File: src/tcce_pkg.sv
// ----------------------------------------------------------------------------
// tcce_pkg: shared definitions for the text console cursor engine
// Command and character codes, the classified operation type, the item that
// travels from the front end to the back end, and default geometry.
// ----------------------------------------------------------------------------
package tcce_pkg;

  // Default geometry and queue depth.
  localparam int COLUMNS_DEF     = 80;
  localparam int ROWS_DEF        = 25;
  localparam int TAB_STOP_DEF    = 8;
  localparam int QUEUE_DEPTH_DEF = 2;

  // Port widths fixed by the command format.
  localparam int CMD_W  = 2;
  localparam int CHAR_W = 8;
  localparam int COLR_W = 4;
  localparam int ADDR_W = 11;
  localparam int CELL_W = 16;

  // Command codes.
  localparam logic [CMD_W-1:0] CMD_PUT   = 2'd0;
  localparam logic [CMD_W-1:0] CMD_CLEAR = 2'd1;
  localparam logic [CMD_W-1:0] CMD_READ  = 2'd2;

  // Character codes with a special meaning.
  localparam logic [CHAR_W-1:0] CH_BS    = 8'h08;
  localparam logic [CHAR_W-1:0] CH_TAB   = 8'h09;
  localparam logic [CHAR_W-1:0] CH_LF    = 8'h0A;
  localparam logic [CHAR_W-1:0] CH_CR    = 8'h0D;
  localparam logic [CHAR_W-1:0] CH_SPACE = 8'h20;
  localparam logic [CHAR_W-1:0] CH_DEL   = 8'h7F;

  // Blank cell: white on black space.
  localparam logic [CELL_W-1:0] BLANK_CELL = 16'h0F20;

  // Operation decided by the front end.
  typedef enum logic [2:0] {
    OP_NOP,
    OP_PRINT,
    OP_BS,
    OP_TAB,
    OP_CR,
    OP_LF,
    OP_CLEAR,
    OP_READ
  } op_t;

  // Classified item held in the queue.
  typedef struct packed {
    op_t                op;
    logic [CELL_W-1:0]  cell_word;
    logic [ADDR_W-1:0]  raddr;
  } item_t;

endpackage

File: src/tcce_queue.sv
// ----------------------------------------------------------------------------
// tcce_queue: short command queue
// Decouples the front end from the back end so each side may stall alone.
// ----------------------------------------------------------------------------
module tcce_queue #(
  parameter int DEPTH = tcce_pkg::QUEUE_DEPTH_DEF
) (
  input  logic            clk,
  input  logic            rst_n,
  input  logic            push,
  input  tcce_pkg::item_t push_item,
  output logic            full,
  input  logic            pop,
  output tcce_pkg::item_t pop_item,
  output logic            empty
);

  localparam int PW = (DEPTH > 1) ? $clog2(DEPTH) : 1;
  localparam int NW = $clog2(DEPTH + 1);

  tcce_pkg::item_t store_r [DEPTH];
  logic [PW-1:0]   wr_ptr_r;
  logic [PW-1:0]   rd_ptr_r;
  logic [NW-1:0]   count_r;

  assign full     = (count_r == NW'(DEPTH));
  assign empty    = (count_r == '0);
  assign pop_item = store_r[rd_ptr_r];

  // Entry storage.
  always_ff @(posedge clk) begin
    if (push) begin
      store_r[wr_ptr_r] <= push_item;
    end
  end

  // Pointers and fill count.
  always_ff @(posedge clk) begin
    if (!rst_n) begin
      wr_ptr_r <= '0;
      rd_ptr_r <= '0;
      count_r  <= '0;
    end else begin
      if (push) begin
        wr_ptr_r <= (wr_ptr_r == PW'(DEPTH - 1)) ? '0 : wr_ptr_r + 1'b1;
      end
      if (pop) begin
        rd_ptr_r <= (rd_ptr_r == PW'(DEPTH - 1)) ? '0 : rd_ptr_r + 1'b1;
      end
      if (push && !pop) begin
        count_r <= count_r + 1'b1;
      end else if (pop && !push) begin
        count_r <= count_r - 1'b1;
      end
    end
  end

endmodule

File: config.mk
export PLATFORM = sky130hd
export DESIGN_NAME = tcce_queue
export DESIGN_NICKNAME = d
export VERILOG_FILES = /design/src/tcce_pkg.sv /design/src/tcce_queue.sv
export SDC_FILE = /design/constraint.sdc
export NUM_CORES = 1
export LEC_CHECK = 0
export BUFFER_PORTS_ARGS = -buffer_cell sky130_fd_sc_hd__buf_2
export CAP_MARGIN = 20
export CORE_AREA = 2 2 76 78
export DETAILED_ROUTE_END_ITERATION = 7
export DIE_AREA = 0 0 78 80
export GPL_ROUTABILITY_DRIVEN = 0
export PLACE_DENSITY = 0.76
export SYNTH_ARGS = -nofsm -noshare
export SYNTH_HDL_FRONTEND = slang
export SYNTH_SLANG_ARGS = --single-unit
File: constraint.sdc
create_clock -name clk -period 5 [get_ports clk]
set_input_delay 0.5 -clock clk [delete_from_list [all_inputs] [get_ports clk]]
set_output_delay 0.5 -clock clk [all_outputs]
set_load 0.005 [all_outputs]
== Word-level counts from Yosys, hierarchy flattened ==
Memory sizes are Yosys's and may differ from the RTL's. A register that Yosys moved wholly into a read port is not among the register bits.
Cells that the tools add are included.
Widths: inputs -> output; s select.

* Flip-flop bits (word level): 4
* Bits in writable memories: 60
* Input bits: 34
* Output and inout port bits: 32
* Logic and storage cells: 23
* Memories: 1

{| class="wikitable"
|+ Memory list
! name !! depth !! width !! read ports !! clocked after Yosys merged registers in !! wr ports !! RTL line !! text
|-
| store_r || 2 || 30 || 1 || 1 || 1 || tcce_queue.sv:21 || <nowiki>tcce_pkg::item_t store_r [DEPTH];</nowiki>
|}

* Add/subtract/negate cells: 4
* Equal/unequal tests: 1
* Mux-type cells: 8
* Reduce and logical (&&, ||, !) cells: 6

{| class="wikitable"
|+ Operators with widths
! operator !! number
|-
| $mux 1 || 6
|-
| $mux 2 || 2
|-
| $add 1x1->1 const B || 2
|-
| $add 2x1->2 const B || 1
|-
| $eq 2x2->1 const B || 1
|-
| $logic_and 1x1->1 || 2
|-
| $logic_not 1->1 || 2
|-
| $logic_not 2->1 || 1
|-
| $reduce_bool 2->1 || 1
|-
| $sub 2x1->2 const B || 1
|}

== Logic depth before layout (Yosys ltp) ==
* Depth after elaboration: 4
* Gate-level depth with buffers: 5
* Depth with buffers taken out: 5

== Worst setup path after synthesis ==
No wires, ideal clock.

* Kind: input -> register
* Start point: input push
* End point: memory store_r[0][0] (netlist name) (enable)
* Setup time: 422 ps
* Arrival: 1,893 ps
* Data required time: 4,578 ps
* Slack: 2,685 ps
* Stages on the path: 1
* Buffers on the path: 0
* Cell sequence: nor2b_1

* Cells in the longest elaborated chain, start to end: 2

{| class="wikitable"
|+ Ends and longest elaborated chain
! what !! RTL line !! text
|-
| start, declared || tcce_queue.sv:10 || <nowiki>input logic push,</nowiki>
|-
| $mux 1 || tcce_queue.sv:32 || <nowiki>if (push) begin</nowiki>
|-
| $mux 1 (implied by the code) || tcce_queue.sv:33 || <nowiki>store_r[wr_ptr_r] <= push_item;</nowiki>
|-
| end, declared || tcce_queue.sv:21 ||
|}

Every way passes these cells.

==> qor.txt <==
Detailed placer's ending HPWL = 2492 µm
R2R depth = 1
Design area = 2950 µm²
Post-DR vias/cell = 4.697
Core Area = 5405 µm²
Most common cell after layout, fill and taps aside = buf_2
Post-Synth Adder-Cell Area = 0.5271%
Startpoint types = flip-flop
Peak VDD IR = 0.2446 mV
Synth top area cells = edfxtp_1 (76%), mux2_2 (14%), dfxtp_1 (4.2%)
Complex-gate fraction of the synthesized area = 0.8434%
Slew HR = 39.17%
Pwr dens = 374.4 nW/µm²
Crit path DAT = 1.97 ns
Post-CTS setup buffers = 0
Vias in the first global route = 1267
Cell Chain, Critical Path = buf_4 -> mux2_2 -> buf_2
# resized after CTS = 0
Antenna violations before repair = 0
Largest family of logic cells by synthesized area = multiplexers
Row cnt = 27
R2r endpoint = store_r[0][22]$_DFFE_PP_
Clk slew on worst S/H paths = 0.07 ns
Remaining antenna violation count = 0
Syn Area/Cell = 20.64 µm²
Initial DRT Pass Iterations = 4
Hold Path Stages = 1
FF+latch count, synth = 65
Port Buf Inserts = 65
Share of the synthesized area in the top cell type = 75.91%
Element type at the critical path end = output port
Peak Freq = 0.4053 GHz
Syn_nets = 150
Mapped Cells = 115
Vias = 1254
Ports = 66
Starting density of the core = 43.91%
Pleak = 1.128 nW
Die area = 6240 µm²
RSZ-0062 raised after global routing = false
Total wire length = 3857 µm
CTS Root Cell = clkbuf_8
Max H-tree Level = 3
Reg-to-reg startpoint = wr_ptr_r$_SDFFE_PN0P_
Share of cells above drive strength 1 = 56.92%
Global route overflow = 0
Hold buffers post-CTS = 0
CTS buffer count = 9
Setup TNS = 0 ns
Final Power = 1.105 mW
Diode count = 0
Tot GR Track Use = 13.27%
Max-cap viol count = 0
Num Clock Sinks = 65
Multiplexer area fraction after synthesis = 14.23%
CP Class = flip-flop to output port
Syn. warnings = 0
Setup Skew = 0.008246 ns
Clock latency at the later pin of the worst-skew pair = 0.34 ns
Seq/Total Area, Yosys = 80.13%
CP Data Required Time = 4.50 ns
Die height = 80 µm
DRC = 0
Die width = 78 µm
Worst hold start = push_item[1]
Initial DRC count = 51
Mapped Area = 2374 µm²
Largest net degree at the start of global routing = 32
Max Root-Sink Buffers = 2
Outcome = finished clean
TritonCTS clock tree = done
Final period utilization = 49.35%
Peak fanout along the critical path = 16
Max Slew Vio Count = 0
Worst-margin pin slew = 0.9105 ns
Post-Synth Simple-Gate Area = 2.372%
CP bufs+invs = 2
Area leader, netlist = edfxtp_1
Tmin final = 2.468 ns
Commonest cells after routing, fill and taps aside = buf_2 (65), edfxtp_1 (60), mux2_2 (30)
Layout area overhead = 24.30%
Cell Area, Placed = 2796 µm²
Synth unique cells = 16
Delay-heaviest family, CP = flip-flops
Min-Delay Path Class = input port to flip-flop
Slowest CP cell = dfxtp_1
FF-to-FF setup slack = 3.54 ns
Xor/xnor share of the synthesized area = 1.107%
Min-Delay Endpoint = store_r[0][1]$_DFFE_PP_
WL per Instance = 14.45 µm
Final #Nets = 225
Fin cells = 267
First-pass GRT wire length = 5906 µm
DP Cell Count = 251
Final setup fails = 0
Max stage delay on crit path = 0.76 ns
Final hold violation count = 0
==> stage by stage <==
stage | utilization, % | hold slack [ns] | setup WS, ns
after floorplan | - | 0.4662 | 2.685
after global placement | 51.74 | 0.4847 | 2.890
after detailed placement | 51.74 | 0.5061 | 2.861
after CTS | 54.58 | 0.3358 | 2.482
after global routing | 54.58 | 0.3369 | 2.391
final | 54.58 | 0.3550 | 2.533
==> registers in the layout, indices dropped and copies added, names as in the netlist, named ones only <==
| register | count |
|---|---|
| store_r | 60 |
| count_r | 2 |
| rd_ptr_r | 1 |
| wr_ptr_r | 1 |
==> final cells by class <==
class	instances	area [µm²]
fillers	468	2455
flip-flops and latches	65	1902
multi-input cells	46	460.4
repair buffers	67	340.3
clock buffers	11	131.4
well taps	72	90.09
clock inverters	5	22.52
inverters	1	3.754
==> worst max-delay path by stage <==
stage	to	cells past startpoint	slack, ns	startpoint
finish	pop_item[11]	3	2.53	flip-flop
global route	pop_item[26]	3	2.39	flip-flop
CTS	pop_item[26]	3	2.48	flip-flop
detailed placement	pop_item[26]	3	2.86	flip-flop
global placement	pop_item[22]	3	2.89	flip-flop
floorplan	store_r[0][0]$_DFFE_PP_	1	2.69	push
==> logic make-up after synthesis <==
kind of cell,Yosys count
XOR/XNOR,3
multiplexers,30
flip-flops,65
buffers and inverters,4
AO/OA/AOI/OAI,3
AND/OR/NAND/NOR,9
adder cells (fa/ha/maj),1
==> report_power, final <==
group	switching, mW	internal [mW]
sequential	0.0135	0.627
combinational	0.0477	0.0613
clock	0.181	0.174
total	0.242	0.862
==> synth_stat cells <==
cell type / n
nor2_1: 1
xor2_1: 2
ha_1: 1
o21ai_0: 1
and2_1: 4
edfxtp_1: 60
nor2b_1: 2
a21boi_1: 1
o21a_1: 1
dfxtp_1: 5
and2b_2: 1
buf_2: 3
inv_1: 1
xnor2_1: 1
or3_1: 1
mux2_2: 30
==> per-layer routing <==
metal	GRT usage (%)	wire (µm)
met3	5.995	309
met4	7.368	87
met2	20.34	1847
met5	0	0
met1	15.58	1613
Note: power is estimated with default switching activity, not from simulation.
