<file path="src/tcce_pkg.sv">
// ----------------------------------------------------------------------------
// tcce_pkg: shared definitions for the text console cursor engine
// Command and character codes, the classified operation type, the item that
// travels from the front end to the back end, and default geometry.
// ----------------------------------------------------------------------------
package tcce_pkg;

  // Default geometry and queue depth.
  localparam int COLUMNS_DEF     = 80;
  localparam int ROWS_DEF        = 25;
  localparam int TAB_STOP_DEF    = 8;
  localparam int QUEUE_DEPTH_DEF = 2;

  // Port widths fixed by the command format.
  localparam int CMD_W  = 2;
  localparam int CHAR_W = 8;
  localparam int COLR_W = 4;
  localparam int ADDR_W = 11;
  localparam int CELL_W = 16;

  // Command codes.
  localparam logic [CMD_W-1:0] CMD_PUT   = 2'd0;
  localparam logic [CMD_W-1:0] CMD_CLEAR = 2'd1;
  localparam logic [CMD_W-1:0] CMD_READ  = 2'd2;

  // Character codes with a special meaning.
  localparam logic [CHAR_W-1:0] CH_BS    = 8'h08;
  localparam logic [CHAR_W-1:0] CH_TAB   = 8'h09;
  localparam logic [CHAR_W-1:0] CH_LF    = 8'h0A;
  localparam logic [CHAR_W-1:0] CH_CR    = 8'h0D;
  localparam logic [CHAR_W-1:0] CH_SPACE = 8'h20;
  localparam logic [CHAR_W-1:0] CH_DEL   = 8'h7F;

  // Blank cell: white on black space.
  localparam logic [CELL_W-1:0] BLANK_CELL = 16'h0F20;

  // Operation decided by the front end.
  typedef enum logic [2:0] {
    OP_NOP,
    OP_PRINT,
    OP_BS,
    OP_TAB,
    OP_CR,
    OP_LF,
    OP_CLEAR,
    OP_READ
  } op_t;

  // Classified item held in the queue.
  typedef struct packed {
    op_t                op;
    logic [CELL_W-1:0]  cell_word;
    logic [ADDR_W-1:0]  raddr;
  } item_t;

endpackage

</file>
<file path="src/tcce_front.sv">
// ----------------------------------------------------------------------------
// tcce_front: command acceptance and classification
// Takes a command when the queue has room, decides which operation it is and
// builds the cell word for printable characters.
// ----------------------------------------------------------------------------
module tcce_front #(
  parameter int COLUMNS = tcce_pkg::COLUMNS_DEF,
  parameter int ROWS    = tcce_pkg::ROWS_DEF
) (
  input  logic                        start,
  output logic                        busy,
  input  logic [tcce_pkg::CMD_W-1:0]  in_cmd,
  input  logic [tcce_pkg::CHAR_W-1:0] in_char_code,
  input  logic [tcce_pkg::COLR_W-1:0] in_back_color,
  input  logic [tcce_pkg::COLR_W-1:0] in_fore_color,
  input  logic [tcce_pkg::ADDR_W-1:0] in_read_addr,
  input  logic                        q_full,
  output logic                        q_push,
  output tcce_pkg::item_t             q_item
);

  localparam int CELLS = COLUMNS * ROWS;

  tcce_pkg::op_t put_op;
  logic          addr_ok;

  // A transfer happens whenever start is high and the queue can take the item.
  assign busy   = q_full;
  assign q_push = start && !q_full;

  // Character classification for the put command.
  always_comb begin
    priority if (in_char_code == tcce_pkg::CH_BS) begin
      put_op = tcce_pkg::OP_BS;
    end else if (in_char_code == tcce_pkg::CH_TAB) begin
      put_op = tcce_pkg::OP_TAB;
    end else if (in_char_code == tcce_pkg::CH_CR) begin
      put_op = tcce_pkg::OP_CR;
    end else if (in_char_code == tcce_pkg::CH_LF) begin
      put_op = tcce_pkg::OP_LF;
    end else if (in_char_code >= tcce_pkg::CH_SPACE && in_char_code <= tcce_pkg::CH_DEL) begin
      put_op = tcce_pkg::OP_PRINT;
    end else begin
      put_op = tcce_pkg::OP_NOP;
    end
  end

  // Reads beyond the buffer return zero and are handled as no operation.
  assign addr_ok = 32'(in_read_addr) < 32'(CELLS);

  // Build the queued item.
  always_comb begin
    q_item.cell_word = {in_back_color, in_fore_color, in_char_code};
    q_item.raddr     = in_read_addr;
    case (in_cmd)
      tcce_pkg::CMD_PUT:   q_item.op = put_op;
      tcce_pkg::CMD_CLEAR: q_item.op = tcce_pkg::OP_CLEAR;
      tcce_pkg::CMD_READ:  q_item.op = addr_ok ? tcce_pkg::OP_READ : tcce_pkg::OP_NOP;
      default:             q_item.op = tcce_pkg::OP_NOP;
    endcase
  end

endmodule

</file>
<file path="config.mk">
export PLATFORM = sky130hd
export DESIGN_NAME = tcce_front
export DESIGN_NICKNAME = d
export VERILOG_FILES = /design/src/tcce_pkg.sv /design/src/tcce_front.sv
export SDC_FILE = /design/constraint.sdc
export NUM_CORES = 1
export LEC_CHECK = 0
export BUFFER_PORTS_ARGS = -buffer_cell sky130_fd_sc_hd__buf_2
export CAP_MARGIN = 20
export CELL_PAD_IN_SITES_DETAIL_PLACEMENT = 1
export CELL_PAD_IN_SITES_GLOBAL_PLACEMENT = 2
export CORE_ASPECT_RATIO = 2
export CORE_MARGIN = 5
export CORE_UTILIZATION = 11
export DETAILED_ROUTE_END_ITERATION = 8
export PLACE_DENSITY_LB_ADDON = 0.1
export RECOVER_POWER = 50
export SLEW_MARGIN = 20
export SYNTH_ARGS = -nofsm -noshare
export SYNTH_HDL_FRONTEND = slang
export SYNTH_SLANG_ARGS = --single-unit
export TNS_END_PERCENT = 20
</file>
<file path="constraint.sdc">
create_clock -name vclk -period 3.1
set_clock_uncertainty 0.1 [all_clocks]
set_input_delay 0.155 -clock vclk [all_inputs]
set_output_delay 0.155 -clock vclk [all_outputs]
set_load 0.1 [all_outputs]
</file>
# Word level (Yosys, flattened, before mapping)
# Cells that the tools add are included.
# classes
order_cmp,3
reduce_logical,4
eq_ne,6
mux,7
# op_table
cell,count
== test 8 x 4 -> 1 bit (second input constant),4
2-to-1 mux 3 bit,5
< comparator 11 bit (second input constant),1
case mux 3 bit (3 select lines),1
greater-or-equal comparator 8 x 6 -> 1 bit (second input constant),1
<= comparator 8 x 7 -> 1 bit (second input constant),1
== test 2 x 1 -> 1 bit (second input constant),1
== test 2 bit (second input constant),1
logical AND 1 bit,2
zero test 2 bit,1
zero test 1 bit,1
2-to-1 mux 1 bit,1
# word_totals
ff_bits,0
input_bits,31
output_inout_bits,32
word_cells,20

# Logic depth before layout (Yosys ltp)
# depth
word_depth,8
mapped_depth,3
ltp_nobuf,3

# Worst setup path after synthesis
# OpenSTA, ideal clock, no wires.
# synth_path
kind,input to output
start,in in_char_code[5] in the netlist's numbering
end,out q_item[29] in the netlist's numbering
arrival_ns,2.415
path_buffers,0
required_time_ns,2.845
cell_stages,3
slack_ns,0.430
cell_sequence,or4b_1 > a211o_1 > a22oi_1
# synth_lines
item,line,text
"start, declared",tcce_front.sv:13,"input logic [tcce_pkg::CHAR_W-1:0] in_char_code,"
"end, declared",tcce_front.sv:19,output tcce_pkg::item_t q_item

==> run summary <==
The cell seen most often among critical-path stages is sky130_fd_sc_hd__buf_2. Cell family with the largest share of critical-path delay: simple AND/OR/NAND/NOR gates. The floorplan step defined a core boundary enclosing 2980 µm². Along the worst path, the maximum fanout reaches 3. The number of maximum-capacitance violations is 0, and the highest attainable clock frequency is 0.478 GHz.

The cell type of the slowest stage on the worst timing path is sky130_fd_sc_hd__or4b_1. Total of warnings raised by yosys: 0. The flow ran to the end, and the final reports show no timing, DRC or antenna violations. The final sequential cell count is 0.

The total of fill cells in the finished design was 385. For this run, the slowest stage of the critical path takes 0.54 ns. After global routing the overflow that remains totals 0.

The tools report the category of the worst setup path launch point as an input port. The post-route DRC violation count is 0. Of the cells placed in the final design, the portion with a size suffix greater than 1 is 62.1%. The initialized floorplan defines 28 standard-cell rows. The library cell with the largest summed area after synthesis is sky130_fd_sc_hd__buf_4.

The tools report the antenna diode instance count as 0. Of the post-synthesis cell area, the dominant cell type holds 61.1%. In this run the worst hold path is classified as in2out.

The length of the first detailed-routing pass in iterations was 1; the hold slack was 0.210 ns. The via count of the first global-routing pass is 384. The logs give 0 for the number of antenna violations at the first check in global routing and 0 for the iteration-0 DRC count of the detailed router. For the worst setup path, the data required time is 2.84 ns.

The die outline height was 89.1 µm. Cell with the most instances after synthesis: sky130_fd_sc_hd__buf_4. The power per cell area came out at 418 nW/µm². Summed over all cells, the static leakage comes to 0.000182 µW.

The number of placed I/O pins was 63. The number of nets in the synthesized netlist is 78. The congestion estimate from routability-driven global placement came to 0.576. The post-cts repair resize count is 0. The capturing element type of the critical path is a primary output. The worst hold path terminates at q_item[0]. The tools report the beginning of the worst hold path as in_read_addr[0]. Together, buffers and inverters on the worst path number 2. The area growth from synthesis to layout is 5.09%. The sequential cells in the finished layout cover a total of 0 µm². After synthesis the cells add up to 344 µm². The post-route fraction of the period consumed by the critical path works out to 67.5%.

The logs give 1.84 ns for the critical path data arrival time and 0 for the setup-violating endpoint count in the final report. The overall fraction of global-route tracks in use came out at 4.99%. After synthesis, the netlist uses 18 different library cells. Part of the Yosys area used for sequential elements: 0%.

The run gives 4410 µm² as the full die area. After synthesis, the cell types taking the most area are sky130_fd_sc_hd__buf_4 61%, sky130_fd_sc_hd__a22oi_2 3.6%, sky130_fd_sc_hd__or4b_1 2.9%. Setup repair after global routing left no endpoint under its margin.

The first global-routing pass estimated 1820 µm of wire. The number of clock-tree buffers in the layout is 0, and the depth of the worst hold-timing path is 0. The final critical-path required period is 2.09 ns, and the average vias per placed instance is 3.75.

For the net count reported at finish, the log shows 91. Input and output buffers added on the ports amount to 39. The final core utilization is 12.1%, and the effective utilization at floorplan is 11.6%. In this run the remaining antenna-violating nets after routing total 0. The die outline width is 49.5 µm.

The via count was 330; the worst slew margin relative to its limit was 21.5%. In the final routed layout, each cell accounts on average for 13.4 µm. After synthesis, the most frequently instantiated cells are 28 x sky130_fd_sc_hd__buf_4, 2 x sky130_fd_sc_hd__inv_1, 2 x sky130_fd_sc_hd__nor2_1. Number of failing hold endpoints at the final stage: 0. The critical path in this run is classified as in2out.

For this design, the CTS-stage hold fixing added 0 buffers. The routed wire length is 1180 µm. For the worst vdd rail ir drop, the log shows 0.118 mV. In the final timing run, aggregate negative setup slack is 0 ns. The tools report the final number of max-transition violations as 0. The number of cells produced by synthesis is 47. Largest net degree at the start of global routing: 6. The mean post-synth cell area is 7.32 µm², and the pin slew with the least headroom to its limit is 1.18 ns. The signal on the critical path passes through buf_2 > or4b_1 > or4_1 > a22oi_2 > buf_2. The run gives 0 as the number of setup buffers added after CTS.
## metal layers
layer	routed length [µm]	vias to the layer above	global-route usage (%)
met5	0	-	0
met4	0	0	0.239
met3	138	0	1.67
met2	745	22	11.6
met1	294	153	3.69
li1	-	155	-
## how the worst max path moves through the flow
stage / from / cells after the start / endpoint
6_report: in_char_code[5] / 5 / q_item[28]
5_1_grt: in_char_code[5] / 5 / q_item[28]
4_1_cts: in_char_code[5] / 5 / q_item[28]
3_5_place_dp: in_char_code[5] / 5 / q_item[28]
3_3_place_gp: in_char_code[5] / 5 / q_item[28]
2_1_floorplan: in_char_code[5] / 3 / q_item[29]
## cell families after synthesis
| family | after synthesis | synth area share (%) |
|---|---|---|
| AO/OA/AOI/OAI | 7 | 17.1 |
| XOR/XNOR | 1 | 2.55 |
| buffers and inverters | 30 | 63.3 |
| AND/OR/NAND/NOR | 9 | 17.1 |
## metrics by stage
step,instances,area [µm²],total power [µW],setup slack (ns)
after floorplan,47,344,208,0.430
after global placement,88,367,154,0.970
after detailed placement,88,367,154,0.965
after CTS,88,367,154,0.965
after global routing,88,362,158,0.923
final,88,362,151,1.01
## final cells by class
class | count | area [µm²] | share of cell area [%]
Multi-Input combinational cell | 17 | 126 | 34.9
Inverter | 2 | 7.51 | 2.08
Timing Repair Buffer | 39 | 190 | 52.6
Tap cell | 30 | 37.5 | 10.4
## report_power, final
| part | internal [µW] | total [µW] | switching (µW) | leakage, µW |
|---|---|---|---|---|
| Clock | 0 | 0 | 0 | 0 |
| Sequential | 0 | 0 | 0 | 0 |
| Combinational | 22.9 | 151 | 128 | 0.000182 |
| Total | 22.9 | 151 | 128 | 0.000182 |
## cells in the final DEF, fill, tap and decap left out
cell	count
sky130_fd_sc_hd__or3b_1	1
sky130_fd_sc_hd__o41ai_1	1
sky130_fd_sc_hd__nor3_1	1
sky130_fd_sc_hd__a22oi_2	1
sky130_fd_sc_hd__xnor2_1	1
sky130_fd_sc_hd__or4_1	1
sky130_fd_sc_hd__a211o_1	1
sky130_fd_sc_hd__nor2_1	2
sky130_fd_sc_hd__o21ai_0	1
sky130_fd_sc_hd__o2bb2ai_1	1
sky130_fd_sc_hd__or4b_1	1
sky130_fd_sc_hd__nand3b_1	1
sky130_fd_sc_hd__nor2b_1	1
sky130_fd_sc_hd__o21bai_1	1
sky130_fd_sc_hd__buf_2	35
sky130_fd_sc_hd__a22oi_1	1
sky130_fd_sc_hd__inv_1	2
sky130_fd_sc_hd__clkbuf_1	4
sky130_fd_sc_hd__nand4_1	1
(Power assumes the default switching activity.)
